$ cat src/design/ght_pkg.sv
// ----------------------------------------------------------------------------
// ght_pkg: shared types and constants of the generational handle table
// Request and response payloads, opcodes, status codes, back-end states.
// ----------------------------------------------------------------------------
package ght_pkg;

  localparam int TYPES_DEF   = 4;
  localparam int SLOTS_DEF   = 256;
  localparam int QUEUE_DEPTH = 2;

  localparam int TYPE_FIELD_W = 8;
  localparam int INDEX_W      = 32;
  localparam int SALT_W       = 24;
  localparam int OBJ_W        = 48;
  localparam int DEL_W        = 4;

  localparam logic [1:0] OP_ALLOC = 2'd0;
  localparam logic [1:0] OP_GET   = 2'd1;
  localparam logic [1:0] OP_FREE  = 2'd2;

  localparam logic [2:0] ST_OK       = 3'd0;
  localparam logic [2:0] ST_BAD_TYPE = 3'd1;
  localparam logic [2:0] ST_RANGE    = 3'd2;
  localparam logic [2:0] ST_SALT     = 3'd3;
  localparam logic [2:0] ST_FULL     = 3'd4;

  typedef struct packed {
    logic [1:0]              opcode;
    logic [TYPE_FIELD_W-1:0] table_type;
    logic [OBJ_W-1:0]        object_ref;
    logic [INDEX_W-1:0]      handle_index;
    logic [SALT_W-1:0]       handle_salt;
  } req_t;

  typedef struct packed {
    logic [2:0]        status;
    logic [7:0]        result_index;
    logic [SALT_W-1:0] result_salt;
    logic [OBJ_W-1:0]  result_object;
    logic              delete_request;
  } rsp_t;

  // Classified item passed from the front end to the back end.
  typedef struct packed {
    logic [1:0]              opcode;
    logic                    bad_type;
    logic [TYPE_FIELD_W-1:0] type_sel;
    logic [OBJ_W-1:0]        object_ref;
    logic [INDEX_W-1:0]      handle_index;
    logic [SALT_W-1:0]       handle_salt;
  } cls_t;

  typedef enum logic [1:0] {
    B_IDLE,
    B_SLOT,
    B_EXEC
  } back_state_t;

endpackage

$ cat src/design/ght_front.sv
// ----------------------------------------------------------------------------
// ght_front: request intake and classification
// Registers each request, flags a bad type and clamps the type select.
// ----------------------------------------------------------------------------
module ght_front import ght_pkg::*; #(
  parameter int TYPES = TYPES_DEF
) (
  input  logic clk,
  input  logic rst,
  input  logic req_valid,
  output logic req_stall,
  input  req_t req,
  output logic q_valid,
  input  logic q_ready,
  output cls_t q_item
);

  logic valid_r;
  cls_t item_r;
  cls_t item_next;
  logic bad;
  logic take;

  always_comb begin
    bad = (req.table_type == '0) || (32'(req.table_type) >= TYPES);
    item_next.opcode       = req.opcode;
    item_next.bad_type     = bad;
    // clamp so the back end never indexes past its per-type state
    item_next.type_sel     = bad ? '0 : req.table_type;
    item_next.object_ref   = req.object_ref;
    item_next.handle_index = req.handle_index;
    item_next.handle_salt  = req.handle_salt;
  end

  assign req_stall = valid_r && !q_ready;
  assign take      = req_valid && !req_stall;

  always_ff @(posedge clk) begin
    if (rst) begin
      valid_r <= 1'b0;
    end else if (take) begin
      valid_r <= 1'b1;
    end else if (q_ready) begin
      valid_r <= 1'b0;
    end
  end

  always_ff @(posedge clk) begin
    if (take) begin
      item_r <= item_next;
    end
  end

  assign q_valid = valid_r;
  assign q_item  = item_r;

endmodule

$ cat config.mk
export PLATFORM = sky130hd
export DESIGN_NAME = ght_front
export DESIGN_NICKNAME = d
export VERILOG_FILES = /design/src/design/ght_pkg.sv /design/src/design/ght_front.sv
export SDC_FILE = /design/constraint.sdc
export NUM_CORES = 1
export LEC_CHECK = 0
export BUFFER_PORTS_ARGS = -buffer_cell sky130_fd_sc_hd__buf_4
export CAP_MARGIN = 20
export CORE_MARGIN = 1
export CORE_UTILIZATION = 44
export CTS_CLUSTER_DIAMETER = 120
export DETAILED_ROUTE_END_ITERATION = 6
export GPL_ROUTABILITY_DRIVEN = 1
export GPL_TIMING_DRIVEN = 0
export HOLD_SLACK_MARGIN = 0.02
export PLACE_DENSITY_LB_ADDON = 0.25
export SYNTH_ARGS = -nofsm -noshare
export SYNTH_HDL_FRONTEND = slang
export SYNTH_SLANG_ARGS = --single-unit
$ cat constraint.sdc
create_clock -name clk -period 9.9 [get_ports clk]
set_input_delay 0.495 -clock clk [delete_from_list [all_inputs] [get_ports clk]]
set_output_delay 0.495 -clock clk [all_outputs]
set_load 0.005 [all_outputs]
# Word level (Yosys, flattened, before mapping)
# Index checks and enable logic that the tools add are counted.
[classes] order_cmp=1 mux=2 reduce_logical=7
[op_table] operator="$ge 8x3->1 const B" n=1
[op_table] operator="$logic_not 8->1" n=1
[op_table] operator="$logic_and 1x1->1" n=2
[op_table] operator="$logic_not 1->1" n=2
[op_table] operator="$mux 1" n=2
[op_table] operator="$reduce_bool 2->1" n=1
[op_table] operator="$logic_or 1x1->1" n=1
[totals] register_bits=116 in_bits=118 output_inout_bits=117

# Depth between registers and ports, before layout
# Gate-level depths: netlist (run 1).
[depth] depth_word=5 mapped_depth=2 ltp_nobuf=2

# Least setup slack after synthesis (run 1)
# OpenSTA, ideal clock, no wires.
[synth_timing] path_type="input -> register" startpoint="in q_ready" endpoint="reg item_r (netlist bit q_item[0]) (enable)" t_arrival_ns=5.663 setup_slack_ns=3.633 cell_stages=2 n_path_buf=0 path_cell_list="nor2b_1 -> nor2b_1"
[synth_between] elab_chain_cells=4
[synth_lines] element="start: declaration" line_no="ght_front.sv:14" text="input logic q_ready,"
[synth_lines] element="$logic_not 1->1" line_no="ght_front.sv:35" text="assign req_stall = valid_r && !q_ready;"
[synth_lines] element="$logic_and 1x1->1" line_no="ght_front.sv:35"
[synth_lines] element="$logic_not 1->1" line_no="ght_front.sv:36" text="assign take = req_valid && !req_stall;"
[synth_lines] element="$logic_and 1x1->1" line_no="ght_front.sv:36"
[synth_lines] element="named net take" line_no="ght_front.sv:22" text="logic take;"
[synth_lines] element="end signal: assignment" line_no="ght_front.sv:50" text="item_r <= item_next;"
[synth_lines] element="end: declaration" line_no="ght_front.sv:19" text="cls_t item_r;"
# The timed path passes the listed nets, and every way through them passes these cells.
# A chain may end at the register's enable or synchronous reset.

# Worst setup path in the final report (run 1)
[layout_timing] startpoint="reg valid_r (netlist: q_valid)" endpoint="out req_stall"
[layout_between] elab_chain_cells=1
[layout_lines] element="start: declaration" line_no="ght_front.sv:18" text="logic valid_r;"
[layout_lines] element="start signal: assignment" line_no="ght_front.sv:40" text="valid_r <= 1'b0;"
[layout_lines] element="start signal: assignment" line_no="ght_front.sv:42" text="valid_r <= 1'b1;"
[layout_lines] element="start signal: assignment" line_no="ght_front.sv:44" text="valid_r <= 1'b0;"
[layout_lines] element="$logic_and 1x1->1" line_no="ght_front.sv:35"
[layout_lines] element="end: declaration" line_no="ght_front.sv:11" text="output logic req_stall,"
# No other way between the ends.

==> metrics.md, run 1 <==
| Metric | Value |
|---|---|
| Outcome | `complete, no violations` |
| Worst R2R Setup Slack | `8.28 ns` |
| Largest area contributor in the netlist | `edfxtp_1` |
| Total GRT Usage | `18.6%` |
| Worst-Skew Late Latency | `0.48 ns` |
| Area growth syn-to-layout | `71.6%` |
| H-tree depth | `4` |
| Cell area after placement | `5510 µm²` |
| Crit-path max FO | `3` |
| Num CTS Buffers | `17` |
| Post-DR vias/cell | `4.38` |
| R2r endpoint | `q_item[68]$_DFFE_PP_` |
| #FFs+latches synth | `116` |
| Hold path depth | `1` |
| Synth unique cells | `9` |
| Post-Layout Cell Count | `501` |
| Hold WC Path Type | `in2reg` |
| Avg Cell Area, Syn | `28.3 µm²` |
| Grt ovf | `0` |
| Hold_sp | `req[32]` |
| Port bufs | `234` |
| DRT antenna net count | `0` |
| Post-route clock skew | `0.0109 ns` |
| Cells after Synth | `125` |
| Starting Density | `45.5%` |
| CP required | `9.41 ns` |
| Maximum vdd drop | `0.000138 V` |
| # resized after CTS | `0` |
| Startpoint Class | `flip-flop` |
| Max cap viols | `0` |
| Die footprint | `8400 µm²` |
| Synth Cell Area | `3540 µm²` |
| Crit end category | `output port` |
| WHS | `0.182 ns` |
| Final instance area | `6070 µm²` |
| Antenna diode instance count | `0` |
| Reg2Reg Depth | `4` |
| RSZ-0062 raised after global routing | `false` |
| Residual DRC | `0` |
| First-pass GRT wire length | `11000 µm` |
| CTS root buf | `clkbuf_8` |
| Initial antenna violation count | `0` |
| Fin crit period | `1.81 ns` |
| CTS tree | `done` |
| CORE AREA | `7770 µm²` |
| Layout cells sized above 1 | `66.7%` |
| Total wire length | `7780 µm` |
| Synth top area cells | `edfxtp_1 98%, dfxtp_1 0.57%, and3_1 0.35%, nor2b_1 0.35%, nor4_2 0.35%` |
| Fin nets | `504` |
| Clock buffer depth | `2` |
| Site Rows | `32` |
| Clock tree sinks | `116` |
| WL per Instance | `15.5 µm` |
| Endpoints failing setup | `0` |
| Final hold violations | `0` |
| Filler cell count | `440` |
| FF-to-FF Start | `q_valid$_SDFFE_PP0P_` |
| Die Ht | `91.6 µm` |
| Drt pass-1 iters | `4` |
| Synth warn | `0` |
| Gpl congestion | `0.716` |
| Die Width | `91.6 µm` |
| 1st-iter DRT viols | `49` |
| Vias in the first global route | `2153` |
| HPWL Detailed | `5730 µm` |
| Share of the synthesized area in the top cell type | `97.7%` |
| Total setup buffers inserted after CTS | `0` |
| Hold_buf cts | `0` |
| Setup TNS | `0 ns` |
| Power Density | `206 nW/µm²` |
| Sequential area share after synthesis | `98.2%` |
| Crit path DAT | `1.31 ns` |
| Fmax | `554 MHz` |
| Hold EP | `q_item[32]$_DFFE_PP_` |
| Via count | `2194` |
| Largest net degree at the start of global routing | `39` |
| Fin crit share | `18.2%` |
| Leakage dissipation | `2.59 nW` |
| Slew Limit Fails | `0` |
| Placed Instances | `469` |
| Clock transition at path regs | `0.06 ns` |
| Io pins | `235` |
| Total power | `1.25 mW` |
| Critical path type | `reg2out` |
-- worst max-delay path, stage by stage (launching register included) --
cell and delay, ns:
dfxtp_1 0.33, nor2b_1 0.32, buf_4 0.18
-- where the power goes --
group	leakage, nW	switching (mW)	internal (mW)	total (mW)
logic	1.20	0.0340	0.0630	0.0970
clock network	0.271	0.191	0.377	0.568
registers	1.12	0.00744	0.575	0.582
total	2.59	0.232	1.01	1.25
-- logic make-up (layout without fill, tap and decap cells) --
group | Yosys count | after routing | share of synthesized area, %
simple gates | 6 | 6 | 1.17
compound gates | 2 | 2 | 0.495
flops | 116 | 116 | 98.2
buf+inv | 0 | 269 | 0
other cells | 1 | 6 | 0.106
-- how the worst max path moves through the flow --
stage,start,to,slack [ns]
after floorplan,q_ready,q_item[0]$_DFFE_PP_,3.63
after CTS,q_valid$_SDFFE_PP0P_,req_stall,8.07
after global routing,q_valid$_SDFFE_PP0P_,req_stall,8.02
after detailed placement,q_ready,q_item[42]$_DFFE_PP_,8.10
final,q_valid$_SDFFE_PP0P_,req_stall,8.09
after global placement,q_ready,q_item[65]$_DFFE_PP_,1.96
-- registers in the layout (all words and copies together) (netlist names) --
name and count:
q_valid 1, q_item 115
-- layer usage --
layer	wire [µm]	GRT usage, %
met1	2420	17.3
met2	4180	32.6
met3	1100	11.1
met4	75	7.67
met5	0	0
-- metrics by stage --
step | setup WS (ns) | util (%)
after floorplan | 3.63 | -
after detailed placement | 8.10 | 70.9
final | 8.09 | 78.1
after global routing | 8.02 | 78.1
after CTS | 8.07 | 78.1
after global placement | 1.96 | 70.0
-- layout make-up --
class	instances	area (µm²)	share of cell area, %
repair buffers	237	1820	29.9
multi-input cells	14	88.8	1.46
clock buffers	19	422	6.95
clock inverters	13	140	2.31
well taps	102	128	2.10
flip-flops and latches	116	3470	57.2
-- Yosys cell counts --
| cell | n |
|---|---|
| dfxtp_1 | 1 |
| nor2b_1 | 2 |
| nor2_1 | 1 |
| edfxtp_1 | 115 |
| conb_1 | 1 |
| and3_1 | 2 |
| o21ba_2 | 1 |
| o211ai_1 | 1 |
| nor4_2 | 1 |
-- placed cells by master, fill, tap and decap left out, drive strengths merged --
cell type    n
and3         2
buf        237
bufinv       3
clkbuf      19
clkinv       8
clkinvlp     2
conb         6
dfxtp        1
edfxtp     115
nor2         1
nor2b        2
nor4         1
o211ai       1
o21ba        1
No activity file was read; power rests on OpenSTA's default activity.
==> run 2, diff against run 1 <==
--- a/config.mk
+++ b/config.mk
@@ -8,7 +8,7 @@
 export BUFFER_PORTS_ARGS = -buffer_cell sky130_fd_sc_hd__buf_4
 export CAP_MARGIN = 20
 export CORE_MARGIN = 1
-export CORE_UTILIZATION = 44
+export CORE_UTILIZATION = 41
 export CTS_CLUSTER_DIAMETER = 120
 export DETAILED_ROUTE_END_ITERATION = 6
 export GPL_ROUTABILITY_DRIVEN = 1
==> constraint.sdc (replaced) <==
create_clock -name clk -period 1.7 [get_ports clk]
set_input_delay 0.085 -clock clk [delete_from_list [all_inputs] [get_ports clk]]
set_output_delay 0.085 -clock clk [all_outputs]
set_load 0.005 [all_outputs]
==> metrics.md, run 2 <==
| Metric | Value |
|---|---|
| Synth warn | `0 (unchanged)` |
| # resized after CTS | `0 (unchanged)` |
| Num CTS Buffers | `17 (unchanged)` |
| Die Width | `94.9 µm (+3.5%)` |
| Error | `[ERROR RSZ-0060] Max buffer count reached.` |
| Starting Density | `42.6% (-2.9 points)` |
| Post-synth top cells | `115 x edfxtp_1, 2 x and3_1, 2 x nor2b_1` |
| Synth top area cells | `edfxtp_1 98%, dfxtp_1 0.57%, and3_1 0.35%, nor2b_1 0.35%, nor4_2 0.35%` |
| Die Ht | `94.9 µm (+3.5%)` |
| Synth unique cells | `9 (unchanged)` |
| Most frequent cell after synthesis | `edfxtp_1` |
| Gpl congestion | `0.753 (+5.2%)` |
| Hold_buf cts | `102 (+102)` |
| Largest area contributor in the netlist | `edfxtp_1` |
| Io pins | `235 (unchanged)` |
| Clock buffer depth | `2 (unchanged)` |
| Share of the synthesized area in the top cell type | `97.7% (unchanged)` |
| Site Rows | `33 (+3.1%)` |
| Post-synth EDFFs | `115 (unchanged)` |
| Synth Cell Area | `3540 µm² (unchanged)` |
| #FFs+latches synth | `116 (unchanged)` |
| Ys flop type | `edfxtp_1` |
| Port bufs | `234 (unchanged)` |
| H-tree depth | `4 (unchanged)` |
| Outcome | `aborted with a tool error` |
| Clock tree sinks | `116 (unchanged)` |
| Failing step | `4_1_cts` |
| Sequential area share after synthesis | `98.2% (unchanged)` |
| Async S/R FF share, synth | `0% (unchanged)` |
| HPWL Detailed | `6430 µm (+12%)` |
| Total setup buffers inserted after CTS | `0 (unchanged)` |
| Cells after Synth | `125 (unchanged)` |
| CTS root buf | `clkbuf_8` |
| Avg Cell Area, Syn | `28.3 µm² (unchanged)` |
## run 2: kinds of logic after synthesis
logic type / Yosys count / synth area share (%)
DFF: 116 / 98.2
AOI/OAI and AO/OA: 2 / 0.495
and+or+nand+nor: 6 / 1.17
other: 1 / 0.106
## run 2: metrics by stage
| stage | cells | TNS, ns | setup WS, ns | instance area, µm² | hold slack [ns] |
|---|---|---|---|---|---|
| 3_5_place_dp | 472 | 0 | 0.0738 | 5520 | 0.264 |
| 3_3_place_gp | 469 | -161.97 | -1.41 | 5460 | 0.263 |
| 2_1_floorplan | 130 | -99.69 | -0.867 | 3570 | 0.184 |
==> run 3, diff against run 2 <==
--- a/config.mk
+++ b/config.mk
@@ -8,13 +8,11 @@
 export BUFFER_PORTS_ARGS = -buffer_cell sky130_fd_sc_hd__buf_4
 export CAP_MARGIN = 20
 export CORE_MARGIN = 1
-export CORE_UTILIZATION = 41
-export CTS_CLUSTER_DIAMETER = 120
+export CORE_UTILIZATION = 35
 export DETAILED_ROUTE_END_ITERATION = 6
 export GPL_ROUTABILITY_DRIVEN = 1
 export GPL_TIMING_DRIVEN = 0
-export HOLD_SLACK_MARGIN = 0.02
-export PLACE_DENSITY_LB_ADDON = 0.25
+export PLACE_DENSITY_LB_ADDON = 0.15
 export SYNTH_ARGS = -nofsm -noshare
 export SYNTH_HDL_FRONTEND = slang
 export SYNTH_SLANG_ARGS = --single-unit
==> metrics.md, run 3 <==
| Metric | Value |
|---|---|
| Outcome | `aborted with a tool error` |
| Failing step | `4_1_cts` |
| Error | `[ERROR RSZ-0060] Max buffer count reached.` |
| Num CTS Buffers | `17 (unchanged)` |
| Die Ht | `103 µm (+8.1%)` |
| Synth warn | `0 (unchanged)` |
| Synth unique cells | `9 (unchanged)` |
| Dpl ws | `-0.192 ns (-0.266 ns)` |
| Cell area after placement | `5550 µm² (+0.63%)` |
| #FFs+latches synth | `116 (unchanged)` |
| Share of the synthesized area in the top cell type | `97.7% (unchanged)` |
| Clock buffer depth | `2 (unchanged)` |
| Avg Cell Area, Syn | `28.3 µm² (unchanged)` |
| Hold_buf cts | `108 (+5.9%)` |
| Synth Cell Area | `3540 µm² (unchanged)` |
| H-tree depth | `4 (unchanged)` |
| Sequential area share after synthesis | `98.2% (unchanged)` |
| Total setup buffers inserted after CTS | `2 (+2)` |
| Clock tree sinks | `116 (unchanged)` |
| Port bufs | `234 (unchanged)` |
| Io pins | `235 (unchanged)` |
| Gpl congestion | `0.686 (-8.9%)` |
| Async S/R FF share, synth | `0% (unchanged)` |
| # resized after CTS | `0 (unchanged)` |
| Starting Density | `36.2% (-6.4 points)` |
| Post-synth EDFFs | `115 (unchanged)` |
| Post-synth top cells | `115 x edfxtp_1, 2 x and3_1, 2 x nor2b_1` |
| Cells after Synth | `125 (unchanged)` |
| Ys flop type | `edfxtp_1` |
| CTS root buf | `clkbuf_8` |
| Largest area contributor in the netlist | `edfxtp_1` |
| Synth top area cells | `edfxtp_1 98%, dfxtp_1 0.57%, and3_1 0.35%, nor2b_1 0.35%, nor4_2 0.35%` |
| Most frequent cell after synthesis | `edfxtp_1` |
| Die Width | `103 µm (+8.1%)` |
| Site Rows | `36 (+9.1%)` |
| Placed Instances | `500 (+5.9%)` |
## run 3: through the flow
stage               hold WS [ns]  utilization [%]
floorplan                  0.184                -
global placement           0.263             56.2
detailed placement         0.264             56.8
## run 3: kinds of logic after synthesis
kind of cell	count (synthesis)	share of synthesized area [%]
DFF	116	98.2
other	1	0.106
AOI/OAI and AO/OA	2	0.495
and+or+nand+nor	6	1.17
