[config.mk]
export PLATFORM = sky130hd
export DESIGN_NAME = ght_queue
export DESIGN_NICKNAME = d
export VERILOG_FILES = /design/src/design/ght_pkg.sv /design/src/design/ght_queue.sv
export SDC_FILE = /design/constraint.sdc
export NUM_CORES = 1
export LEC_CHECK = 0
export BUFFER_PORTS_ARGS = -buffer_cell sky130_fd_sc_hd__buf_2
export CAP_MARGIN = 40
export CELL_PAD_IN_SITES_DETAIL_PLACEMENT = 1
export CELL_PAD_IN_SITES_GLOBAL_PLACEMENT = 1
export CORE_ASPECT_RATIO = 1.75
export CORE_MARGIN = 5
export CORE_UTILIZATION = 30
export CTS_BUF_LIST = sky130_fd_sc_hd__clkbuf_8
export CTS_CLUSTER_SIZE = 28
export DETAILED_ROUTE_END_ITERATION = 10
export GPL_ROUTABILITY_DRIVEN = 0
export GPL_TIMING_DRIVEN = 0
export HOLD_SLACK_MARGIN = 0.02
export PLACE_DENSITY_LB_ADDON = 0.1
export RECOVER_POWER = 100
export SLEW_MARGIN = 5
export SYNTH_ARGS = -nofsm -noshare
export SYNTH_HDL_FRONTEND = slang
export SYNTH_SLANG_ARGS = --single-unit
[constraint.sdc]
create_clock -name clk -period 4.7 [get_ports clk]
set_input_delay 0.235 -clock clk [delete_from_list [all_inputs] [get_ports clk]]
set_output_delay 0.235 -clock clk [all_outputs]
set_load 0.05 [all_outputs]
[src/design/ght_pkg.sv]
// ----------------------------------------------------------------------------
// ght_pkg: shared types and constants of the generational handle table
// Request and response payloads, opcodes, status codes, back-end states.
// ----------------------------------------------------------------------------
package ght_pkg;

  localparam int TYPES_DEF   = 4;
  localparam int SLOTS_DEF   = 256;
  localparam int QUEUE_DEPTH = 2;

  localparam int TYPE_FIELD_W = 8;
  localparam int INDEX_W      = 32;
  localparam int SALT_W       = 24;
  localparam int OBJ_W        = 48;
  localparam int DEL_W        = 4;

  localparam logic [1:0] OP_ALLOC = 2'd0;
  localparam logic [1:0] OP_GET   = 2'd1;
  localparam logic [1:0] OP_FREE  = 2'd2;

  localparam logic [2:0] ST_OK       = 3'd0;
  localparam logic [2:0] ST_BAD_TYPE = 3'd1;
  localparam logic [2:0] ST_RANGE    = 3'd2;
  localparam logic [2:0] ST_SALT     = 3'd3;
  localparam logic [2:0] ST_FULL     = 3'd4;

  typedef struct packed {
    logic [1:0]              opcode;
    logic [TYPE_FIELD_W-1:0] table_type;
    logic [OBJ_W-1:0]        object_ref;
    logic [INDEX_W-1:0]      handle_index;
    logic [SALT_W-1:0]       handle_salt;
  } req_t;

  typedef struct packed {
    logic [2:0]        status;
    logic [7:0]        result_index;
    logic [SALT_W-1:0] result_salt;
    logic [OBJ_W-1:0]  result_object;
    logic              delete_request;
  } rsp_t;

  // Classified item passed from the front end to the back end.
  typedef struct packed {
    logic [1:0]              opcode;
    logic                    bad_type;
    logic [TYPE_FIELD_W-1:0] type_sel;
    logic [OBJ_W-1:0]        object_ref;
    logic [INDEX_W-1:0]      handle_index;
    logic [SALT_W-1:0]       handle_salt;
  } cls_t;

  typedef enum logic [1:0] {
    B_IDLE,
    B_SLOT,
    B_EXEC
  } back_state_t;

endpackage

[src/design/ght_queue.sv]
// ----------------------------------------------------------------------------
// ght_queue: short FIFO between front end and back end
// Lets the intake keep taking items while the back end works.
// ----------------------------------------------------------------------------
module ght_queue import ght_pkg::*; #(
  parameter int DEPTH = QUEUE_DEPTH
) (
  input  logic clk,
  input  logic rst,
  input  logic push_valid,
  output logic push_ready,
  input  cls_t push_item,
  output logic pop_valid,
  input  logic pop,
  output cls_t pop_item
);

  localparam int PTR_W = (DEPTH > 1) ? $clog2(DEPTH) : 1;
  localparam int CNT_W = $clog2(DEPTH + 1);

  cls_t             entries [DEPTH];
  logic [PTR_W-1:0] wr_ptr;
  logic [PTR_W-1:0] rd_ptr;
  logic [CNT_W-1:0] count;
  logic             do_push;
  logic             do_pop;

  assign push_ready = (count != CNT_W'(DEPTH));
  assign pop_valid  = (count != '0);
  assign do_push    = push_valid && push_ready;
  assign do_pop     = pop && pop_valid;
  assign pop_item   = entries[rd_ptr];

  always_ff @(posedge clk) begin
    if (rst) begin
      wr_ptr <= '0;
      rd_ptr <= '0;
      count  <= '0;
    end else begin
      if (do_push) begin
        wr_ptr <= (wr_ptr == PTR_W'(DEPTH - 1)) ? '0 : wr_ptr + 1'b1;
      end
      if (do_pop) begin
        rd_ptr <= (rd_ptr == PTR_W'(DEPTH - 1)) ? '0 : rd_ptr + 1'b1;
      end
      if (do_push && !do_pop) begin
        count <= count + 1'b1;
      end else if (do_pop && !do_push) begin
        count <= count - 1'b1;
      end
    end
  end

  always_ff @(posedge clk) begin
    if (do_push) begin
      entries[wr_ptr] <= push_item;
    end
  end

endmodule

# After elaboration in Yosys (flattened, before gate mapping)
# Memories as Yosys holds them, arrays and structs flattened. A register that Yosys moved wholly into a read port is not among the register bits.
# Index checks and enable logic that the tools add are counted.
[classes]
add_sub_neg = 4
multipliers = 0
n_div = 0
order_cmp = 0
n_eq_ne = 1
shift = 0
n_mux = 8
n_bitwise = 0
n_reduce_logical = 8
[op_table]
columns = ["operator", "n"]
rows = [
  ["$mux 1", 6],
  ["$logic_and 1x1->1", 4],
  ["$mux 2", 2],
  ["$reduce_bool 2->1", 2],
  ["$add 1x1->1 const B", 2],
  ["$add 2x1->2 const B", 1],
  ["$logic_not 1->1", 2],
  ["$ne 2x2->1 const B", 1],
  ["$sub 2x1->2 const B", 1],
]
[totals]
ff_bits = 4
latchBits = 0
ramBits = 230
rom_bits = 0
input_bits = 119
output_inout_bits = 117
wordCells = 25
mem_count = 1
[memory_table]
columns = ["memory", "depth", "word_bits", "read_ports", "rd_ports_with_merged_regs", "write_ports", "line_no", "rtl"]
rows = [
  ["entries", 2, 115, 1, 1, 1, "ght_queue.sv:21", "cls_t entries [DEPTH];"],
]

# Depth between registers and ports, before layout
# Gate-level depths: netlist of the first run.
[depth]
ltp_word = 6
ltp_mapped = 6
ltp_nobuf = 6

# Worst setup path before layout of the first run
# Ideal clock, no wire load.
[synth_path]
path_kind = "reg2reg"
start = "register count[0]"
end = "memory entries[1][0] in the netlist's numbering, enable pin"
setup_ns = 0.488
arrival_time_ns = 3.694
required_ns = 4.212
path_slack_ns = 0.518
path_stages_with_launch = 3
path_buffers = 0
synth_period_minus_slack_ns = 4.182
cell_sequence = "dfxtp_1 > nand2b_1 > and3_1"
[synth_via]
elab_chain_len = 4
[synth_lines]
columns = ["element", "line_no", "rtl"]
rows = [
  ["start: declaration", "ght_queue.sv:24", "logic [CNT_W-1:0] count;"],
  ["start signal: assignment", "ght_queue.sv:47", "count <= count + 1'b1;"],
  ["start signal: assignment", "ght_queue.sv:49", "count <= count - 1'b1;"],
  ["$ne 2x2->1", "ght_queue.sv:28", "assign push_ready = (count != CNT_W'(DEPTH));"],
  ["net push_ready", "ght_queue.sv:11", "output logic push_ready,"],
  ["$logic_and 1x1->1", "ght_queue.sv:30", "assign do_push = push_valid && push_ready;"],
  ["$mux 1", "ght_queue.sv:55", "if (do_push) begin"],
  ["$mux 1 (implied by the code)", "ght_queue.sv:56", "entries[wr_ptr] <= push_item;"],
  ["end: declaration", "ght_queue.sv:21", ""],
]
# The timed path passes the listed nets, and every way through them passes these cells.

==> impl_metrics.tcl, run 1 <==
set metrics [dict create \
    postSynthAreaPerCell_um2 22.8 \
    cts_tree "yes" \
    viasPerCell 4.17 \
    dieArea_um2 32700 \
    root_buffer "clkbuf_8" \
    crit_fanout 10 \
    power_frac_seq_pct 39.6 \
    power.internal_w 0.00417 \
    slew_violations 112 \
    cts_buffer_depth 3 \
    switching_share_pct 38.6 \
    postRouteAntennaNets 0 \
    ys_top_cells_by_count "edfxtp_1, mux2_2, mux2_4" \
    timing.fmax_mhz 310 \
    p_per_area_nw_per_um2 565 \
    reg2reg_from "count[0]$_SDFFE_PP0P_" \
    end_kind "primary output" \
    core_um2 28700 \
    synth_top_area_share_pct 79.2 \
    seq_area_um2 7010 \
    drc 0 \
    fillers 2963 \
    dp_hpwl_um 13700 \
    path_class "reg -> out" \
    clk_pin_slew_ns 0.06 \
    rsz0062_at_grt "no" \
    period_minus_slack_ns 3.23 \
    area_delta_synth_final_pct 37.9 \
    wl_per_cell_um 17.2 \
    leakage_nw 4.23 \
    worst_pin_slew_ns 2.25 \
    rows 82 \
    p_comb_share_pct 36.4 \
    hold_ws_ns 0.149 \
    cap_violations 2 \
    synth_edf_count 230 \
    synthCells 382 \
    peakVddDrop_v 0.000276 \
    die_y_um 236 \
    power_switching_w 0.00262 \
    multiInputGateArea_um2 1600 \
    min_from "pop" \
    synth_seq_cells 235 \
    setup_viol 0 \
    post-route-util_pct 41.9 \
    synth_area_leaders "edfxtp_1, mux2_4, mux2_2, dfxtp_1, buf_6" \
    cts_setup_buffers 0 \
    portBuffers 235 \
    dr.pass1.iters 4 \
    syn_nets 502 \
    cts_buffers 38 \
    start_util_pct 30.4 \
    grt_pass1_vias 5878 \
    ctsResizeCount 0 \
    clock_latency_ns 0.52 \
    ys_seq_area_share_pct 80.3 \
    cts_max_level 2 \
    yosysWarnings 0 \
    synthArstFlopShare_pct 0 \
    track_usage_pct 12.3 \
    nets 897 \
    relSlewSlack_pct -50.1 \
    status "complete, but fails checks" \
    wl_um 20400 \
    hold_path.class "in -> reg" \
    synth_top_cell_by_area "edfxtp_1" \
    synth_cell_types 19 \
    yosys_most_used_dff "edfxtp_1" \
    cts_num_sinks 235 \
    n_antenna_cell 0 \
    worstPathRequired_ns 4.47 \
    antenna_found_initial 0 \
    final_hold_viol_count 0 \
    die_w_um 139 \
    fin_skew_ns 0.0143 \
    ios 236 \
    synth.most_common_cell "edfxtp_1" \
    overflow 0 \
    critPathArrivalTime_ns 2.99 \
    power.clock.fraction_pct 24.0 \
    drive_gt1_share_pct 27.6 \
    drtIter0Drc 98 \
    period_share_pct 68.6 \
    crit_path_start_kind "register" \
    violations "max-capacitance violations, max-slew violations" \
    num_vias 4938 \
    grt_pass1_wl_um 31400 \
    netlist_area_um2 8720 \
    grt_max_degree 71 \
]
==> critical path: stages, from the launching register on <==
cell,delay (ns)
dfxtp_1,0.32
buf_6,0.13
clkbuf_1,0.53
clkbuf_1,0.68
mux2_4,0.28
clkbuf_1,0.51
==> layout by cell type, fill, tap and decap left out, types with 2 or more instances in the layout <==
master / instances
dlygate4sd3_1: 117
dfxtp_1: 5
xor2_1: 3
mux2_1: 2
buf_2: 52
o21ai_0: 2
edfxtp_1: 230
clkbuf_1: 188
mux2_4: 50
clkbuf_8: 41
clkbuf_2: 7
mux2_2: 63
nor2_1: 3
inv_1: 17
a21oi_1: 2
clkinv_1: 7
==> final timing paths <==
path,to,cells past startpoint,slack [ns]
max,pop_item[90],5,1.47
min reg2reg,register,2,0.53
max reg2reg,entries[0][73]$_DFFE_PP_,4,1.54
min,register,4,0.15
==> power groups by stage <==
stage               clock (W)  sequential (W)  combinational [W]
floorplan                   0         0.00273            0.00197
global placement            0         0.00276            0.00251
detailed placement          0         0.00273            0.00257
CTS                   0.00173         0.00269            0.00266
global route          0.00183         0.00271            0.00261
finish                0.00163         0.00269            0.00247
==> timing repair <==
item	in CTS	in global routing
endpoints found under the setup margin	0	0
endpoints found under the hold margin	235	0
hold buffers	117	0
==> metrics by stage <==
step | cells | setup WS (ns) | cell area [µm²] | setup TNS (ns) | total power [W]
after floorplan | 382 | 0.518 | 8720 | 0 | 0.00471
after global placement | 995 | -0.758 | 10400 | -98.67 | 0.00528
after detailed placement | 998 | 2.65 | 10500 | 0 | 0.00530
after CTS | 1183 | 2.44 | 12300 | 0 | 0.00707
after global routing | 1183 | 1.22 | 12000 | 0 | 0.00715
final | 1183 | 1.47 | 12000 | 0 | 0.00679
==> per-layer routing <==
| layer | vias to the layer above | routed length (µm) | track usage [%] |
|---|---|---|---|
| met5 | - | 0 | 0 |
| met4 | 0 | 741 | 5.52 |
| met3 | 53 | 1270 | 3.84 |
| met2 | 169 | 11500 | 23.9 |
| met1 | 2401 | 6880 | 11.7 |
| li1 | 2315 | - | - |
==> state kept, by name, summed over array words and instances, names as in the netlist, named ones only <==
register	cells
entries	230
count	2
rd_ptr	1
wr_ptr	1
==> cells by family after synthesis <==
logic type | synth area share (%)
AOI/OAI and AO/OA | 0.344
adders and majority gates | 0.143
DFF | 80.3
buffers and inverters | 1.29
and+or+nand+nor | 0.574
muxes | 17.0
xor gates and xnor gates | 0.301
==> area by class of cell <==
cell class	instances	area share [%]
buffer	13	0.468
clock buffer	41	4.69
clock inverter	27	1.13
inverter	1	0.0728
multi-input combinational	133	13.3
sequential	235	58.3
tap	378	3.93
timing repair buffer	355	18.1
Note: power is estimated with default switching activity, not from simulation.
==> inputs of run 2 (changes only) <==
Clock period 4.7 ns to 2.7 ns, I/O delays scaled along.
==> run 2 against run 1 <==
  * The flow now finishes without violations
  * Non-clock buffer count up 2
  * Clock-buffer cell count unchanged
  * Register-to-register slack got worse by 1.1 ns
  * Wire length decreased by 0.35%
==> impl_metrics.tcl, run 2 (synthesis results as in run 1) <==
set metrics [dict create \
    grt_max_degree 53 \
    wl_per_cell_um 17.2 \
    grt_pass1_wl_um 31500 \
    crit_chain "buf_6 > clkbuf_1 > mux2_2 > clkbuf_1" \
    overflow 0 \
    worst_pin_slew_ns 0.639 \
    cts_max_level 2 \
    reg_top3 "entries: 230 flops, count: 2 flops" \
    hold_path.class "in -> reg" \
    p_per_area_nw_per_um2 981 \
    top_register "entries" \
    crit_fanout 10 \
    peakVddDrop_v 0.000573 \
    cts_num_sinks 235 \
    slew_violations 0 \
    track_usage_pct 12.4 \
    end_kind "primary output" \
    critical-path-top-delay-family "buffers and inverters" \
    antenna_found_initial 0 \
    ios 236 \
    final_common_cell "edfxtp_1" \
    n_antenna_cell 0 \
    die_w_um 139 \
    cap_violations 0 \
    clock_latency_ns 0.54 \
    grt_pass1_vias 5772 \
    cts_buffer_depth 3 \
    cts_buffers 39 \
    preCtsSetupSlack_ns 0.511 \
    die_y_um 236 \
    fin_skew_ns 0.0125 \
    area_delta_synth_final_pct 39.6 \
    largest_register_ffs 230 \
    dieArea_um2 32700 \
    crit_path_frequent_cell "clkbuf_1" \
    dp_hpwl_um 14000 \
    rsz0062_at_grt "no" \
    relSlewSlack_pct 57.4 \
    cts_setup_buffers 0 \
    cts_tree "yes" \
    clk_pin_slew_ns 0.05 \
    rows 82 \
    wl_um 20300 \
    status "finished, final reports clean" \
    ctsResizeCount 0 \
    core_um2 28700 \
    crit_path_start_kind "register" \
    path_buf_inv 3 \
    worstPathRequired_ns 2.57 \
    most-common-layout-cells "edfxtp_1, dlygate4sd3_1, clkbuf_1, clkbuf_2" \
    nets 900 \
    final_hold_viol_count 0 \
    hold_ws_ns 0.0690 \
    timing.fmax_mhz 432 \
    viasPerCell 4.19 \
    period_minus_slack_ns 2.31 \
    leakage_nw 4.47 \
    worst_path_largest_cell_delay_ns 0.47 \
    path_class "reg -> out" \
    drc 0 \
    dr.pass1.iters 4 \
    root_buffer "clkbuf_8" \
    setup_viol 0 \
    slowest_stage "clkbuf_1" \
    critPathArrivalTime_ns 2.18 \
    num_vias 4947 \
    drive_gt1_share_pct 37.6 \
    start_util_pct 30.4 \
    fin_ws_ns 0.385 \
    dp.cells 1000 \
    postRouteAntennaNets 0 \
    period_share_pct 85.7 \
    fin_cells 1182 \
    portBuffers 235 \
    drtIter0Drc 147 \
    fillers 2927 \
]
[run 2: metrics by stage]
step	total power, W	TNS (ns)	area (µm²)	utilization [%]
floorplan	0.00819	-14.72	8730	-
global placement	0.00917	-197.14	10400	36.1
detailed placement	0.00926	0	10500	36.6
CTS	0.0123	0	12400	43.0
global route	0.0126	0	12200	42.4
finish	0.0119	0	12200	42.4
[run 2: path summary, 6_finish.rpt]
kind | startpoint | end | slack, ns | cells after the start
setup / recovery | register | pop_item[107] | 0.39 | 4
hold / removal | pop | register | 0.07 | 4
setup reg to reg | count[0]$_SDFFE_PP0P_ | entries[1][63]$_DFFE_PP_ | 0.42 | 4
hold reg to reg | rd_ptr$_SDFFE_PP0P_ | register | 0.53 | 2
[run 2: per-layer routing]
metal	routed length [µm]	GRT usage, %	share of wire [%]
met1	6540	11.1	32
met2	11900	24.9	59
met4	599	4.87	3.0
met5	0	0	0
met3	1230	3.92	6.1
[run 2: final cells by class]
cell class                      count  area (µm²)  area share [%]
Sequential cell                   235        7010            57.6
Inverter                            1        7.51          0.0617
Timing Repair Buffer              357        2300            18.9
Multi-Input combinational cell    133        1610            13.2
Tap cell                          378         473            3.89
Clock inverter                     24         118           0.966
Clock buffer                       41         564            4.64
Buffer                             13        95.1           0.781
[run 2: repair_timing]
action	4_1_cts	5_1_grt
endpoints found under the hold margin	235	0
hold buffers	117	0
setup endpoints to repair	0	0
[run 2: where the power goes]
| group | leakage, nW | total, W | switching [W] | internal, W |
|---|---|---|---|---|
| clock network | 0.400 | 0.00282 | 0.00134 | 0.00148 |
| registers | 2.19 | 0.00466 | 0.000109 | 0.00456 |
| logic | 1.88 | 0.00446 | 0.00311 | 0.00135 |
| total | 4.47 | 0.0119 | 0.00455 | 0.00739 |
[run 2: worst register-to-register path, cell delays in order (launching register included)]
cell and delay [ns]:
dfxtp_1 0.42, nand2b_1 0.23, and3_4 0.45, buf_16 0.29
buf_6 0.48
==> inputs of run 3 (changes only) <==
Settings changed: CORE_ASPECT_RATIO 1.75 to default.
==> run 3 against run 2 <==
  * Setup slack lost 0.050 ns
  * Utilization grew 0.29 points
  * Sequential cell count is the same
  * Cell area grew 0.60%
  * Non-clock buffer count grew 2
  * Highest routed layer unchanged
  * Clock-buffer cell count grew 3
  * Largest cell class unchanged
  * Clock power grew 4%
  * Register-to-register slack lost 0.08 ns
  * Global-route usage shrank 0.72 points
  * Die area shrank 0.41%
==> impl_metrics.tcl, run 3 (synthesis results as in run 1) <==
set metrics [dict create \
    peakVddDrop_v 0.000524 \
    power_switching_w 0.00458 \
    cts_buffer_depth 3 \
    grt_pass1_vias 5737 \
    worstHoldPathCells 2 \
    slew_violations 0 \
    path_buf_inv 1 \
    multiInputGateArea_um2 1600 \
    most-common-layout-cells "edfxtp_1, clkbuf_1, dlygate4sd3_1, clkbuf_2, mux2_2" \
    dp_hpwl_um 13100 \
    final_common_cell "edfxtp_1" \
    critPathArrivalTime_ns 2.55 \
    ios 236 \
    postRouteAntennaNets 0 \
    antenna_found_initial 0 \
    crit_path_start_kind "register" \
    fillers 2915 \
    core_um2 28700 \
    critical-path-top-delay-family "simple AND/OR/NAND/NOR gates" \
    preCtsSetupSlack_ns 0.436 \
    cap_violations 0 \
    drive_gt1_share_pct 34.8 \
    track_usage_pct 11.7 \
    power.internal_w 0.00747 \
    clock_latency_ns 0.52 \
    fin_cells 1200 \
    clk_pin_slew_ns 0.06 \
    drc 0 \
    root_buffer "clkbuf_8" \
    r2r-end "entries[1][46]$_DFFE_PP_" \
    hold_end "entries[1][89]$_DFFE_PP_" \
    seq_area_um2 7010 \
    worst_pin_slew_ns 1.33 \
    p_comb_share_pct 36.8 \
    area_delta_synth_final_pct 40.4 \
    period_share_pct 87.6 \
    die_w_um 180 \
    fin_skew_ns 0.0156 \
    cts_max_level 2 \
    rsz0062_at_grt "no" \
    cts_num_sinks 235 \
    grt_max_degree 48 \
    reg_top3 "entries: 230 flops, count: 2 flops" \
    setup_viol 0 \
    power_frac_seq_pct 38.7 \
    largest_register_ffs 230 \
    top_register "entries" \
    viasPerCell 4.12 \
    period_minus_slack_ns 2.36 \
    start_util_pct 30.4 \
    min_from "push_item[89]" \
    cts_tree "yes" \
    power.clock.fraction_pct 24.4 \
    die_y_um 180 \
    dr.pass1.iters 4 \
    cts_hold_buf 119 \
    p_per_area_nw_per_um2 984 \
    switching_share_pct 38.0 \
    rows 62 \
    worst_path_largest_cell_delay_ns 1.08 \
    slowest_stage "and3_1" \
    end_kind "register" \
    hold_ws_ns 0.341 \
    fin_ws_ns 0.335 \
    worstPathRequired_ns 2.89 \
    r2r_slack_ns 0.34 \
    cts_buffers 41 \
    ff2ff_path_depth 3 \
    crit_chain "nand2b_1 > and3_1 > buf_16" \
    reg2reg_from "count[0]$_SDFFE_PP0P_" \
    nets 904 \
    final_hold_viol_count 0 \
    timing.fmax_mhz 423 \
    portBuffers 235 \
    ctsResizeCount 0 \
    wl_um 19700 \
    wl_per_cell_um 16.4 \
    cp.depth 3 \
    hold_path.class "in -> reg" \
    dieArea_um2 32600 \
    path_class "reg -> reg" \
    overflow 0 \
    grt_pass1_wl_um 30400 \
    cts_setup_buffers 0 \
    leakage_nw 4.46 \
    crit_fanout 47 \
    dp.cells 1006 \
    relSlewSlack_pct 11.5 \
    num_vias 4943 \
    status "finished, final reports clean" \
    n_antenna_cell 0 \
    drtIter0Drc 214 \
]
[run 3: cell types whose count changed in the layout (fill, tap and decap cells not counted), sizes merged]
| cell | previous run | this run |
|---|---|---|
| clkbuf | 220 | 244 |
| buf | 74 | 53 |
| clkinv | 9 | 12 |
| inv | 14 | 17 |
| dlygate4sd3 | 117 | 119 |
| clkinvlp | 1 | 2 |
[run 3: per-stage QoR]
step	total power, W	util, %	setup TNS, ns	area (µm²)
global route	0.0127	42.7	0	12200
global placement	0.00916	36.2	-203.69	10400
CTS	0.0125	43.4	0	12500
finish	0.0121	42.7	0	12200
detailed placement	0.00925	36.6	0	10500
floorplan	0.00819	-	-14.72	8730
[run 3: cell type report]
cell class	instances	area share, %
Multi-Input combinational cell	133	13.1
Tap cell	384	3.92
Clock buffer	44	4.95
Timing Repair Buffer	359	18.8
Buffer	13	0.777
Sequential cell	235	57.2
Clock inverter	31	1.21
Inverter	1	0.0613
[run 3: power by group through the flow]
| stage | combinational [W] | sequential (W) | clock, W |
|---|---|---|---|
| final | 0.00444 | 0.00467 | 0.00294 |
| after detailed placement | 0.00450 | 0.00475 | 0 |
| after global placement | 0.00438 | 0.00478 | 0 |
| after floorplan | 0.00345 | 0.00474 | 0 |
| after CTS | 0.00466 | 0.00468 | 0.00312 |
| after global routing | 0.00468 | 0.00470 | 0.00328 |
[run 3: per-layer routing]
metal  vias up  global-route usage (%)  wire length, µm
met2       182                    19.9             9540
met4         0                    3.75              465
met3        43                    4.62             1640
met1      2385                    13.5             8080
met5         -                       0                0
li1       2333                       -                -
[run 3: worst max path at each step]
| stage | to | slack [ns] | startpoint |
|---|---|---|---|
| floorplan | entries[0][0]$_DFFE_PP_ | -0.13 | count[0]$_SDFFE_PP0P_ |
| global placement | entries[0][48]$_DFFE_PP_ | -1.22 | count[0]$_SDFFE_PP0P_ |
| detailed placement | entries[0][49]$_DFFE_PP_ | 0.44 | count[1]$_SDFFE_PP0P_ |
| CTS | entries[0][18]$_DFFE_PP_ | 0.43 | count[1]$_SDFFE_PP0P_ |
| global route | pop_item[27] | 0.19 | register |
| finish | entries[1][46]$_DFFE_PP_ | 0.34 | count[0]$_SDFFE_PP0P_ |
